==> src/hdl/mother_vertex_finder_macros.svh <==
// assertion helpers used by the datapath
`ifndef MOTHER_VERTEX_FINDER_MACROS_SVH
`define MOTHER_VERTEX_FINDER_MACROS_SVH

// clocked property, disabled while reset is held
`define MVF_ASSERT_CLK(lbl, prop, msg) \
  lbl: assert property (@(posedge clk_i) disable iff (!rst_ni) prop) else $error(msg);

// same-cycle implication, disabled while reset is held
`define MVF_ASSERT_IMPL(lbl, ante, cons, msg) \
  lbl: assert property (@(posedge clk_i) disable iff (!rst_ni) (ante) |-> (cons)) \
    else $error(msg);

`endif

==> src/hdl/mvf_pkg.sv <==
`timescale 1ns / 1ps
package mvf_pkg;

  // graph size and derived widths
  localparam int MAX_VERTICES = 16;
  localparam int VW           = $clog2(MAX_VERTICES);
  localparam int CW           = $clog2(MAX_VERTICES + 1);

  // field widths
  localparam int ROW_W       = 4;
  localparam int EDGE_W      = 16;
  localparam int CFG_W       = 5;
  localparam int VERT_W      = 4;
  localparam int IN_TDATA_W  = 24;
  localparam int OUT_TDATA_W = 8;
  localparam int EXT_W       = (EDGE_W > MAX_VERTICES) ? EDGE_W : MAX_VERTICES;
  localparam int IDX_W       = (VERT_W > VW) ? VERT_W : VW;

  localparam logic [CFG_W-1:0] VCOUNT_RST = CFG_W'(16);

  typedef logic [MAX_VERTICES-1:0] vset_t;
  typedef logic [VW-1:0]           vidx_t;

  // controller states
  typedef enum logic [2:0] {
    S_IDLE,
    S_INIT,
    S_ROOT,
    S_POP,
    S_EXPAND,
    S_P2,
    S_DONE
  } state_e;

  // datapath operations
  typedef enum logic [2:0] {
    CMD_NONE,
    CMD_INIT,
    CMD_ROOT_INC,
    CMD_ROOT_TAKE,
    CMD_POP,
    CMD_EXPAND,
    CMD_P2_INIT,
    CMD_FINISH
  } cmd_e;

  typedef struct packed {
    cmd_e op;
    logic load_row;
  } cmd_t;

  typedef struct packed {
    logic root_end;
    logic root_seen;
    logic stack_empty;
    logic todo_empty;
    logic out_free;
  } status_t;

endpackage

==> src/hdl/mvf_ctrl.sv <==
`timescale 1ns / 1ps
module mvf_ctrl (
  input  logic             clk_i,
  input  logic             rst_ni,
  input  logic             in_valid_i,
  input  logic             in_last_i,
  output logic             in_ready_o,
  input  mvf_pkg::status_t status_i,
  output mvf_pkg::cmd_t    cmd_o
);
  import mvf_pkg::*;

  state_e state_q, state_d;
  logic   pass2_q, pass2_d;
  logic   accept;

  assign accept = in_valid_i && (state_q == S_IDLE);

  // next state
  always_comb begin
    state_d = state_q;
    unique case (state_q)
      S_IDLE: begin
        if (accept && in_last_i) state_d = S_INIT;
      end
      S_INIT: state_d = S_ROOT;
      S_ROOT: begin
        if (status_i.root_end) state_d = S_P2;
        else if (!status_i.root_seen) state_d = S_POP;
      end
      S_POP: begin
        if (!status_i.stack_empty) state_d = S_EXPAND;
        else if (pass2_q) state_d = S_DONE;
        else state_d = S_ROOT;
      end
      S_EXPAND: begin
        if (status_i.todo_empty) state_d = S_POP;
      end
      S_P2: state_d = S_POP;
      S_DONE: begin
        if (status_i.out_free) state_d = S_IDLE;
      end
    endcase
  end

  // second pass flag
  always_comb begin
    pass2_d = pass2_q;
    if (state_q == S_INIT) pass2_d = 1'b0;
    else if (state_q == S_P2) pass2_d = 1'b1;
  end

  // commands to the datapath
  always_comb begin
    in_ready_o     = (state_q == S_IDLE);
    cmd_o.load_row = accept;
    cmd_o.op       = CMD_NONE;
    unique case (state_q)
      S_IDLE: cmd_o.op = CMD_NONE;
      S_INIT: cmd_o.op = CMD_INIT;
      S_ROOT: begin
        if (status_i.root_end) cmd_o.op = CMD_NONE;
        else if (status_i.root_seen) cmd_o.op = CMD_ROOT_INC;
        else cmd_o.op = CMD_ROOT_TAKE;
      end
      S_POP: begin
        if (!status_i.stack_empty) cmd_o.op = CMD_POP;
        else if (pass2_q) cmd_o.op = CMD_NONE;
        else cmd_o.op = CMD_ROOT_INC;
      end
      S_EXPAND: begin
        if (!status_i.todo_empty) cmd_o.op = CMD_EXPAND;
      end
      S_P2: cmd_o.op = CMD_P2_INIT;
      S_DONE: begin
        if (status_i.out_free) cmd_o.op = CMD_FINISH;
      end
    endcase
  end

  // state registers
  always_ff @(posedge clk_i or negedge rst_ni) begin
    if (!rst_ni) begin
      state_q <= S_IDLE;
      pass2_q <= 1'b0;
    end else begin
      state_q <= state_d;
      pass2_q <= pass2_d;
    end
  end

endmodule

==> src/hdl/mvf_datapath.sv <==
`timescale 1ns / 1ps
`include "mother_vertex_finder_macros.svh"
module mvf_datapath (
  input  logic                        clk_i,
  input  logic                        rst_ni,
  input  logic                        cfg_we_i,
  input  logic [mvf_pkg::CFG_W-1:0]   cfg_wdata_i,
  input  logic [mvf_pkg::ROW_W-1:0]   row_index_i,
  input  logic [mvf_pkg::EDGE_W-1:0]  row_edges_i,
  input  mvf_pkg::cmd_t               cmd_i,
  output mvf_pkg::status_t            status_o,
  input  logic                        out_ready_i,
  output logic                        out_valid_o,
  output logic                        source_exists_o,
  output logic [mvf_pkg::VERT_W-1:0]  source_vertex_o
);
  import mvf_pkg::*;

  // configuration and adjacency rows
  logic [CFG_W-1:0] vcount_q;
  vset_t            adj_q [MAX_VERTICES];
  vset_t            row_vld_q, row_vld_d;

  // search state
  vset_t            visit_q, visit_d;
  vset_t            todo_q, todo_d;
  vidx_t            stk_q [MAX_VERTICES];
  logic [CW-1:0]    depth_q, depth_d;
  logic [CW-1:0]    root_q, root_d;
  vidx_t            cand_q, cand_d;

  // result register
  logic              out_vld_q, out_vld_d;
  logic              out_exists_q, out_exists_d;
  logic [VERT_W-1:0] out_vert_q, out_vert_d;

  logic [CW-1:0]    n_used;
  vset_t            cols;
  logic [CW-1:0]    depth_m1;
  vidx_t            top_idx, vtop, root_idx, todo_j;
  vset_t            adj_rd, todo_pop, todo_oh, root_oh, cand_oh, row_fit;
  logic [EXT_W-1:0] edges_ext;
  logic [IDX_W-1:0] ridx_ext, cand_ext;
  vidx_t            ridx;
  logic             row_ok, push_ok, push_en;
  vidx_t            push_val;

  // vertices in use, clamped to one..max
  always_comb begin
    int vc;
    vc = int'(vcount_q);
    if (vc < 1) n_used = CW'(1);
    else if (vc > MAX_VERTICES) n_used = CW'(MAX_VERTICES);
    else n_used = CW'(vc);
  end

  // column mask of the vertices in use
  always_comb begin
    for (int k = 0; k < MAX_VERTICES; k++) begin
      cols[k] = (k < int'(n_used));
    end
  end

  // incoming row fitted to the matrix width
  assign edges_ext = EXT_W'(row_edges_i);
  assign row_fit   = edges_ext[MAX_VERTICES-1:0];
  assign ridx_ext  = IDX_W'(row_index_i);
  assign ridx      = ridx_ext[VW-1:0];
  assign row_ok    = (int'(row_index_i) < MAX_VERTICES);

  // top of stack and its unvisited neighbors
  assign depth_m1 = depth_q - 1'b1;
  assign top_idx  = depth_m1[VW-1:0];
  assign vtop     = stk_q[top_idx];
  assign adj_rd   = row_vld_q[vtop] ? adj_q[vtop] : '0;
  assign todo_pop = adj_rd & cols & ~visit_q;

  // lowest pending neighbor
  assign todo_oh = todo_q & (~todo_q + vset_t'(1));
  always_comb begin
    todo_j = '0;
    for (int k = 0; k < MAX_VERTICES; k++) begin
      if (todo_oh[k]) todo_j = todo_j | VW'(k);
    end
  end

  assign root_idx = root_q[VW-1:0];
  assign root_oh  = vset_t'(1) << root_idx;
  assign cand_oh  = vset_t'(1) << cand_q;
  assign push_ok  = (depth_q < CW'(MAX_VERTICES));
  assign cand_ext = IDX_W'(cand_q);

  // next values per command
  always_comb begin
    visit_d      = visit_q;
    todo_d       = todo_q;
    depth_d      = depth_q;
    root_d       = root_q;
    cand_d       = cand_q;
    row_vld_d    = row_vld_q;
    out_vld_d    = out_vld_q && !out_ready_i;
    out_exists_d = out_exists_q;
    out_vert_d   = out_vert_q;
    push_en      = 1'b0;
    push_val     = root_idx;
    unique case (cmd_i.op)
      CMD_NONE: begin
      end
      CMD_INIT: begin
        visit_d = '0;
        root_d  = '0;
        depth_d = '0;
      end
      CMD_ROOT_INC: root_d = root_q + 1'b1;
      CMD_ROOT_TAKE: begin
        cand_d   = root_idx;
        visit_d  = visit_q | root_oh;
        push_en  = 1'b1;
        push_val = root_idx;
        depth_d  = depth_q + 1'b1;
      end
      CMD_POP: begin
        depth_d = depth_m1;
        todo_d  = todo_pop;
      end
      CMD_EXPAND: begin
        visit_d = visit_q | todo_oh;
        todo_d  = todo_q & ~todo_oh;
        if (push_ok) begin
          push_en  = 1'b1;
          push_val = todo_j;
          depth_d  = depth_q + 1'b1;
        end
      end
      CMD_P2_INIT: begin
        visit_d  = cand_oh;
        push_en  = 1'b1;
        push_val = cand_q;
        depth_d  = depth_q + 1'b1;
      end
      CMD_FINISH: begin
        out_vld_d    = 1'b1;
        out_exists_d = &(visit_q | ~cols);
        out_vert_d   = cand_ext[VERT_W-1:0];
        row_vld_d    = '0;
      end
    endcase
    if (cmd_i.load_row && row_ok) row_vld_d[ridx] = 1'b1;
  end

  // control and search registers
  always_ff @(posedge clk_i or negedge rst_ni) begin
    if (!rst_ni) begin
      vcount_q  <= VCOUNT_RST;
      row_vld_q <= '0;
      visit_q   <= '0;
      todo_q    <= '0;
      depth_q   <= '0;
      root_q    <= '0;
      cand_q    <= '0;
      out_vld_q <= 1'b0;
    end else begin
      if (cfg_we_i) vcount_q <= cfg_wdata_i;
      row_vld_q <= row_vld_d;
      visit_q   <= visit_d;
      todo_q    <= todo_d;
      depth_q   <= depth_d;
      root_q    <= root_d;
      cand_q    <= cand_d;
      out_vld_q <= out_vld_d;
    end
  end

  // payload storage
  always_ff @(posedge clk_i) begin
    if (cmd_i.load_row && row_ok) adj_q[ridx] <= row_fit;
    if (push_en) stk_q[depth_q[VW-1:0]] <= push_val;
    out_exists_q <= out_exists_d;
    out_vert_q   <= out_vert_d;
  end

  // status to the controller
  assign status_o.root_end    = (root_q >= n_used);
  assign status_o.root_seen   = visit_q[root_idx];
  assign status_o.stack_empty = (depth_q == '0);
  assign status_o.todo_empty  = (todo_q == '0);
  assign status_o.out_free    = !out_vld_q || out_ready_i;

  assign out_valid_o     = out_vld_q;
  assign source_exists_o = out_exists_q;
  assign source_vertex_o = out_vert_q;

  // checks
  `MVF_ASSERT_CLK(a_depth_bound, depth_q <= CW'(MAX_VERTICES), "stack depth over capacity")
  `MVF_ASSERT_IMPL(a_expand_work, cmd_i.op == CMD_EXPAND, todo_q != '0, "expand with no work")
  `MVF_ASSERT_CLK(a_finish_clear, (cmd_i.op == CMD_FINISH) |=> (row_vld_q == '0), "rows kept")
  `MVF_ASSERT_IMPL(a_finish_free, cmd_i.op == CMD_FINISH, !out_vld_q || out_ready_i,
                   "result overwritten")

endmodule

==> src/hdl/mother_vertex_finder.sv <==
`timescale 1ns / 1ps
// row beats are taken one per cycle while the block is idle
// the last row starts a depth-first search from each unvisited root index in turn,
// then a second search from the last root taken checks that it reaches every vertex in use
// the result register loads in the done state, once no earlier result is pending or it is being taken
// rows of the next frame are taken from the cycle after the result loads
// reset clears the row valid bits, the search state and sets vertex_count to 16
module mother_vertex_finder (
  input  logic                             clk_i,
  input  logic                             rst_ni,
  input  logic                             cfg_we_i,
  input  logic [mvf_pkg::CFG_W-1:0]        cfg_wdata_i,
  input  logic                             s_axis_tvalid_i,
  output logic                             s_axis_tready_o,
  // [3:0] row_index, [19:4] row_edges, [23:20] zero
  input  logic [mvf_pkg::IN_TDATA_W-1:0]   s_axis_tdata_i,
  input  logic                             s_axis_tlast_i,
  output logic                             m_axis_tvalid_o,
  input  logic                             m_axis_tready_i,
  // [0] source_exists, [4:1] source_vertex, [7:5] zero
  output logic [mvf_pkg::OUT_TDATA_W-1:0]  m_axis_tdata_o
);
  import mvf_pkg::*;

  cmd_t              cmd;
  status_t           status;
  logic              src_exists;
  logic [VERT_W-1:0] src_vertex;

  // sequencer
  mvf_ctrl u_ctrl (
    .clk_i      (clk_i),
    .rst_ni     (rst_ni),
    .in_valid_i (s_axis_tvalid_i),
    .in_last_i  (s_axis_tlast_i),
    .in_ready_o (s_axis_tready_o),
    .status_i   (status),
    .cmd_o      (cmd)
  );

  // matrix, stack and result
  mvf_datapath u_dp (
    .clk_i           (clk_i),
    .rst_ni          (rst_ni),
    .cfg_we_i        (cfg_we_i),
    .cfg_wdata_i     (cfg_wdata_i),
    .row_index_i     (s_axis_tdata_i[ROW_W-1:0]),
    .row_edges_i     (s_axis_tdata_i[ROW_W+EDGE_W-1:ROW_W]),
    .cmd_i           (cmd),
    .status_o        (status),
    .out_ready_i     (m_axis_tready_i),
    .out_valid_o     (m_axis_tvalid_o),
    .source_exists_o (src_exists),
    .source_vertex_o (src_vertex)
  );

  // output beat packing
  assign m_axis_tdata_o = {3'b000, src_vertex, src_exists};

endmodule

==> config.mk <==
export PLATFORM = sky130hd
export DESIGN_NAME = mother_vertex_finder
export DESIGN_NICKNAME = d
export VERILOG_FILES = /design/src/hdl/mvf_pkg.sv /design/src/hdl/mvf_ctrl.sv /design/src/hdl/mvf_datapath.sv /design/src/hdl/mother_vertex_finder.sv
export VERILOG_INCLUDE_DIRS = /design/src /design/src/hdl
export SDC_FILE = /design/constraint.sdc
export NUM_CORES = 1
export LEC_CHECK = 0
export BUFFER_PORTS_ARGS = -buffer_cell sky130_fd_sc_hd__buf_2
export CORE_MARGIN = 4
export CORE_UTILIZATION = 56
export DETAILED_ROUTE_END_ITERATION = 6
export PLACE_DENSITY = 0.73
export SYNTH_ARGS = -nofsm -noshare
export SYNTH_HDL_FRONTEND = slang
export SYNTH_SLANG_ARGS = --single-unit
==> constraint.sdc <==
create_clock -name clk_i -period 4.75 [get_ports clk_i]
set_input_delay 0.2375 -clock clk_i [delete_from_list [all_inputs] [get_ports clk_i]]
set_output_delay 0.2375 -clock clk_i [all_outputs]
set_load 0.1 [all_outputs]
-- After elaboration in Yosys (flattened, before gate mapping)
Memory sizes are Yosys's and may differ from the RTL's.
Index checks and enable logic that the tools add are counted.
- bits in registers: 77
- bits in writable memories: 320
- input bits: 35
- output and inout bits: 10
- word-level logic and storage cells: 150
- memories: 2
- add/subtract/negate cells: 4
- $lt $le $gt $ge: 24
- equal/unequal tests: 18
- shift-type cells: 2
- multiplexer cells: 57
- bitwise logic cells: 12
- reduce and logical (&&, ||, !) cells: 19
- memory list (name ; depth ; width ; read ports ; clocked after Yosys merged registers in ; wr ports ; RTL line ; text):
    u_dp.adj_q ; 16 ; 16 ; 1 ; 0 ; 1 ; mvf_datapath.sv:21 ; vset_t adj_q [MAX_VERTICES];
    u_dp.stk_q ; 16 ; 4 ; 1 ; 0 ; 1 ; mvf_datapath.sv:27 ; vidx_t stk_q [MAX_VERTICES];
- operators with widths (cell ; number):
    bitwise AND 16 bit ; 4
    inverter 16 bit ; 4
    OR 16 bit ; 4
    case mux 16 bit (4 select lines) ; 1
    2-to-1 mux 16 bit ; 3
    2-to-1 mux 3 bit ; 15
    case mux 3 bit (7 select lines) ; 2
    < comparator 4 x 5 -> 1 bit, first input constant ; 8
    2-to-1 mux 4 bit ; 9
    case mux 16 bit (2 select lines) ; 1
    << shifter 1 x 4 -> 16 bit, first input constant ; 2
    equality test 3 bit, second input constant ; 7
    < comparator 3 x 5 -> 1 bit, first input constant ; 4
    case mux 5 bit (4 select lines) ; 1
    adder 16 x 1 -> 16 bit, second input constant ; 1
    logical NOT 16 bit ; 1
    AND reduction 16 bit ; 1
    < comparator 4 x 5 -> 1 bit, second input constant ; 3
    2-to-1 mux 5 bit ; 3
    2-to-1 mux 1 bit ; 13
    equality test 3 x 2 -> 1 bit, second input constant ; 4
    adder 5 x 1 -> 5 bit, second input constant ; 2
    < comparator 1 x 5 -> 1 bit, first input constant ; 2
    < comparator 2 x 5 -> 1 bit, first input constant ; 2
    26 further kinds ; 39

-- Longest topological paths before layout
- depth after elaboration: 20
- gate-level depth with buffers: 16
- depth with buffers taken out: 12

-- Modules after synthesis
Synthesis repeated with hierarchy kept, for this count alone.
- cell total of the unflattened synthesis: 1321
- area total of the unflattened synthesis: 17678.2 µm²
- by module, submodules not included (module ; instances ; cells each ; area each (µm²) ; seq. area each (µm²)):
    mvf_datapath ; 1 ; 1267 ; 17262.8 ; 11462.2
    mvf_ctrl ; 1 ; 49 ; 381.6 ; 100.1
    mother_vertex_finder ; 1 ; 5 ; 33.8 ; 0.0

-- Worst setup path before layout
No wires, ideal clock.
- kind: register to register
- start: register u_ctrl.state_q[0]
- end: memory u_dp.adj_q[0][0] in the netlist's numbering (enable)
- setup time: 0.412 ns
- data arrival time: 4.711 ns
- data required time: 4.338 ns
- setup slack: -0.372 ns
- stages on the path, launching flop included: 6
- buffers on the path: 1
- period minus slack after synthesis: 5.122 ns
- path through: dfrtp_1 > clkbuf_1 > nor3_1 > nand2_1 > or3_1 > nor3_1
- longest elaborated chain between the ends: 4
- RTL lines (what ; RTL line ; text):
    from (decl) ; mvf_ctrl.sv:13 ; state_e state_q, state_d;
    from (signal assigned) ; mvf_ctrl.sv:87 ; state_q <= state_d;
    logical NOT 3 bit ; -- ;
    named net s_axis_tready_o ; mother_vertex_finder.sv:14 ; output logic s_axis_tready_o,
    logical AND 1 bit ; mvf_ctrl.sv:17 ; assign accept = in_valid_i && (state_q == S_IDLE);
    2-to-1 mux 1 bit ; mvf_datapath.sv:176 ; if (cmd_i.load_row && row_ok) adj_q[ridx] <= row_fit;
    2-to-1 mux 1 bit (not written as such) ; mvf_datapath.sv:176 ;
    to (decl) ; mvf_datapath.sv:21 ;
The timed path passes the listed nets, and every way through them passes these cells.

-- Final worst setup path
- start: register u_dp.depth_q[1]
- end: register u_dp.todo_q[3]
- longest elaborated chain between the ends: 8
- elaborated cells on any way between the ends: 15
- those cells by class: add/sub: 1; eq/ne: 2; mux: 6; bitwise: 2; reduce/logical: 2; memory: 2
- RTL lines (what ; RTL line ; text):
    from (decl) ; mvf_datapath.sv:28 ; logic [CW-1:0] depth_q, depth_d;
    from (signal assigned) ; mvf_datapath.sv:167 ; depth_q <= depth_d;
    subtractor 5 x 1 -> 5 bit ; mvf_datapath.sv:72 ; assign depth_m1 = depth_q - 1'b1;
    memory read (16 x 4 bit) ; -- ;
    binary-select mux 1 bit (select 4 bit) ; mvf_datapath.sv:75 ; assign adj_rd = row_vld_q[vtop] ? adj_q[vtop] : '0;
    2-to-1 mux 1 bit (not written as such) ; mvf_datapath.sv:75 ;
    2-to-1 mux 16 bit ; mvf_datapath.sv:75 ;
    bitwise AND 16 bit (2 in a row) ; mvf_datapath.sv:76 ; assign todo_pop = adj_rd & cols & ~visit_q;
    case mux 16 bit (2 select lines) ; mvf_datapath.sv:106 ; unique case (cmd_i.op)
    to (signal assigned) ; mvf_datapath.sv:166 ; todo_q <= todo_d;
    to (decl) ; mvf_datapath.sv:26 ; vset_t todo_q, todo_d;
Parallel ways exist; a longest one is shown, timed or not. The select of a mux whose other input is x is not followed.
A chain may end at the register's enable or synchronous reset.

==> impl_metrics.py <==
metrics = {
    "sta": {
        "skew_ns": 0.0145,
        "tightest_slew_ns": 1.21,
        "setup_viol": 0,
        "hold_viol": 0,
        "fmax_ghz": 0.242,
        "period_minus_slack_ns": 4.12,
        "setup_tns_ns": 0,
        "post-route-period-util": 0.868,
        "drv_slew": 0,
        "grt_setup_unrepaired": "no",
        "relSlewSlack": 0.190,
    },
    "hold_path": {
        "hp-start": "m_axis_tready_i",
        "holdCritPathClass": "input pin to flip-flop",
        "whs_endpoint": "u_dp.out_valid_o",
        "min_path_cells": 3,
    },
    "worst_setup_path": {
        "worstPathCellList": "inv_1 -> ha_1 -> buf_4 -> mux2i_1 -> mux4_2 -> mux2i_4 -> buf_4 -> nand2_1 -> a311oi_1 -> nand3_1 -> a21oi_1 -> o22a_1",
        "path_max_fanout": 18,
        "timing.rr.end": "u_dp.todo_q[3]",
        "worst-path-buf-inv": 3,
        "path_common_cell": "buf_4",
        "worstReg2RegStart": "u_dp.depth_q[1]",
        "start_kind": "flip-flop",
        "crit_family": "multiplexers",
        "worstPathArrival_ns": 4.60,
        "end_kind": "flip-flop",
        "critical_path_class": "flip-flop to flip-flop",
        "worstRegToRegCells": 12,
        "cp_slowest_cell": "mux2i_4",
        "required_ns": 5.23,
        "cpPeakStageDelay_ns": 0.70,
        "reg2reg_slack_ns": 0.63,
    },
    "floorplan": {
        "core_mm2": 0.0307,
        "die_x_um": 185,
        "die_area_mm2": 0.0342,
        "die_h_um": 185,
        "row_count": 64,
        "pin_count": 45,
        "initial_core_util": 0.570,
    },
    "run": {
        "max_cap_viol_count": 0,
    },
    "placed_design": {
        "gp_congestion": 0.964,
        "io_buffers": 37,
        "post-dp-hpwl_um": 27100,
    },
    "synthesis": {
        "synthCells": 1266,
        "synthDominantCellAreaShare": 0.557,
        "netlist_top_cells_area": "edfxtp_1 (56%), dfrtp_1 (10%), mux2i_1 (6.5%), nand2_1 (3.8%), mux4_2 (2.4%)",
        "synth-edff-count": 325,
        "yosys_register_bits": 397,
        "synth.avg_cell_area_um2": 13.8,
        "ys_types": 82,
        "synthArstFlopShare": 0.181,
        "syn_area_mm2": 0.0175,
        "synth_top_area_cell": "edfxtp_1",
        "yosys_most_used_dff": "edfxtp_1",
        "ys_warn_count": 0,
        "ys_seq_area_frac": 0.660,
    },
    "clocking": {
        "cts.sinks": 397,
        "cts_tree": "built",
        "cts.htree.levels": 2,
        "root_buffer": "clkbuf_16",
        "worstSkewPairLatency_ns": 0.54,
        "cts_buffers": 41,
        "cts_resized": 0,
        "cts_buffer_depth": 3,
        "post_cts_buffers": 0,
        "clk_pin_slew_worst_paths_ns": 0.06,
        "postCtsHoldBufs": 10,
    },
    "final_layout": {
        "layout-drive-gt1-share": 0.161,
        "insertedDiodeCount": 0,
        "flow.area_growth_from_synthesis_pct": 12.0,
        "final_util": 0.638,
        "final_nets": 1372,
    },
    "run_status": {
        "status": "finished, final reports clean",
    },
    "drt": {
        "wl_um": 43100,
        "viasPerCell": 6.36,
        "dr_total_vias": 11100,
        "dr.pass1.iters": 5,
        "final_antenna_net_count": 0,
        "drt_iter0_drc": 1330,
        "drt-wirelength-per-cell_um": 24.6,
        "drc_errors": 0,
    },
    "global_route": {
        "antenna_found_initial": 0,
        "grt_overflow_total": 0,
        "grt_pass1_vias": 11200,
        "grt_pass1_wl_um": 65500,
        "grt.total_usage": 0.253,
        "grt_max_degree": 73,
    },
}
-- synth_stat cells, drive strengths merged (5+ instances only) --
library cell  number
a2111oi            5
a211oi             5
a21o              20
a21oi             29
a221oi            13
a22o               5
a22oi              6
a311oi             5
a31oi             15
a32o              11
a32oi             13
and2              15
and3              12
buf               46
clkbuf            31
dfrtp             71
edfxtp           325
ha                16
inv               13
mux2              12
mux2i            116
mux4              19
nand2            178
nand2b            10
nand3             33
nand3b             5
nand4             13
nor2              67
nor2b             11
nor3              17
nor4               6
o211ai            14
o21ai             24
o22a               7
o22ai             10
or2                7
or3                6
or4                5
-- metrics by stage --
step	worst slack (ns)	hold WS, ns	instances	instance area [um2]
global route	0.458	0.0445	1748	19600
finish	0.625	0.0247	1748	19600
global placement	0.770	0.436	1664	18200
detailed placement	0.690	0.439	1664	18200
CTS	0.665	0.0186	1748	19600
floorplan	0.648	-0.0581	1268	17500
-- layout by cell type (no fill, tap or decap), types with 12 or more instances in the layout --
cell type,n
edfxtp_1,325
nand2_1,178
mux2i_1,112
dfrtp_1,71
nor2_1,54
clkbuf_16,41
buf_4,39
buf_2,36
nand3_1,33
a21oi_1,26
o21ai_0,23
a21o_1,20
mux4_2,19
ha_1,16
and2_1,15
a31oi_1,15
o211ai_1,14
nand4_1,13
nor2_2,13
a221oi_1,13
a32oi_1,13
inv_1,12
and3_1,12
-- final cells by class --
class | count | area [um2]
clock buffers | 49 | 1070
multi-input cells | 781 | 5600
well taps | 396 | 495
fillers | 2300 | 11100
clock inverters | 25 | 229
flip-flops and latches | 397 | 11600
repair buffers | 87 | 613
inverters | 13 | 51.3
-- layer usage --
metal  GRT usage  routed length (um)
met2       0.397               19900
met5           0                   0
met1       0.352               18000
met3      0.0489                3330
met4       0.103                1850
-- how the worst max path moves through the flow --
stage	from	endpoint	slack, ns	cells past startpoint
floorplan	u_ctrl.state_q[0]	u_dp.adj_q[0][0]	0.65	5
global placement	u_dp.depth_q[1]	u_dp.todo_q[12]	0.77	10
detailed placement	u_dp.depth_q[1]	u_dp.todo_q[4]	0.69	12
CTS	u_dp.depth_q[1]	u_dp.todo_q[4]	0.66	12
global route	u_dp.depth_q[1]	u_dp.todo_q[1]	0.46	12
finish	u_dp.depth_q[1]	u_dp.todo_q[3]	0.63	12
-- kinds of logic after synthesis --
family | count (synthesis) | share of synthesized area
other cells | 1 | 0.000214
flops | 397 | 0.660
xor+xnor | 4 | 0.00350
fa+ha+maj | 16 | 0.0114
mux | 147 | 0.0996
buf+inv | 90 | 0.0259
simple gates | 391 | 0.104
compound gates | 220 | 0.0955
-- flip-flops by register name (all words and copies together), names as in the netlist, 3 cells and up --
signal                cells
u_dp.depth_q              5
u_ctrl.state_q            3
u_dp.visit_q             16
u_dp.root_q               5
u_dp.adj_q              256
u_dp.todo_q              16
u_dp.stk_q               64
u_dp.row_vld_q           16
u_dp.source_vertex_o      4
u_dp.cand_ext             4
u_dp.vcount_q             5
-- worst reg2reg max path, stage by stage (launching register included) --
cell	delay [ns]
dfrtp_1	0.46
inv_1	0.13
ha_1	0.40
buf_4	0.33
mux2i_1	0.13
mux4_2	0.53
mux2i_4	0.70
buf_4	0.33
nand2_1	0.08
a311oi_1	0.41
nand3_1	0.14
a21oi_1	0.27
o22a_1	0.16
Power is left out: the tool's default activity adds up to more than one toggle a clock period on the data nets, which glitch-free logic cannot reach.
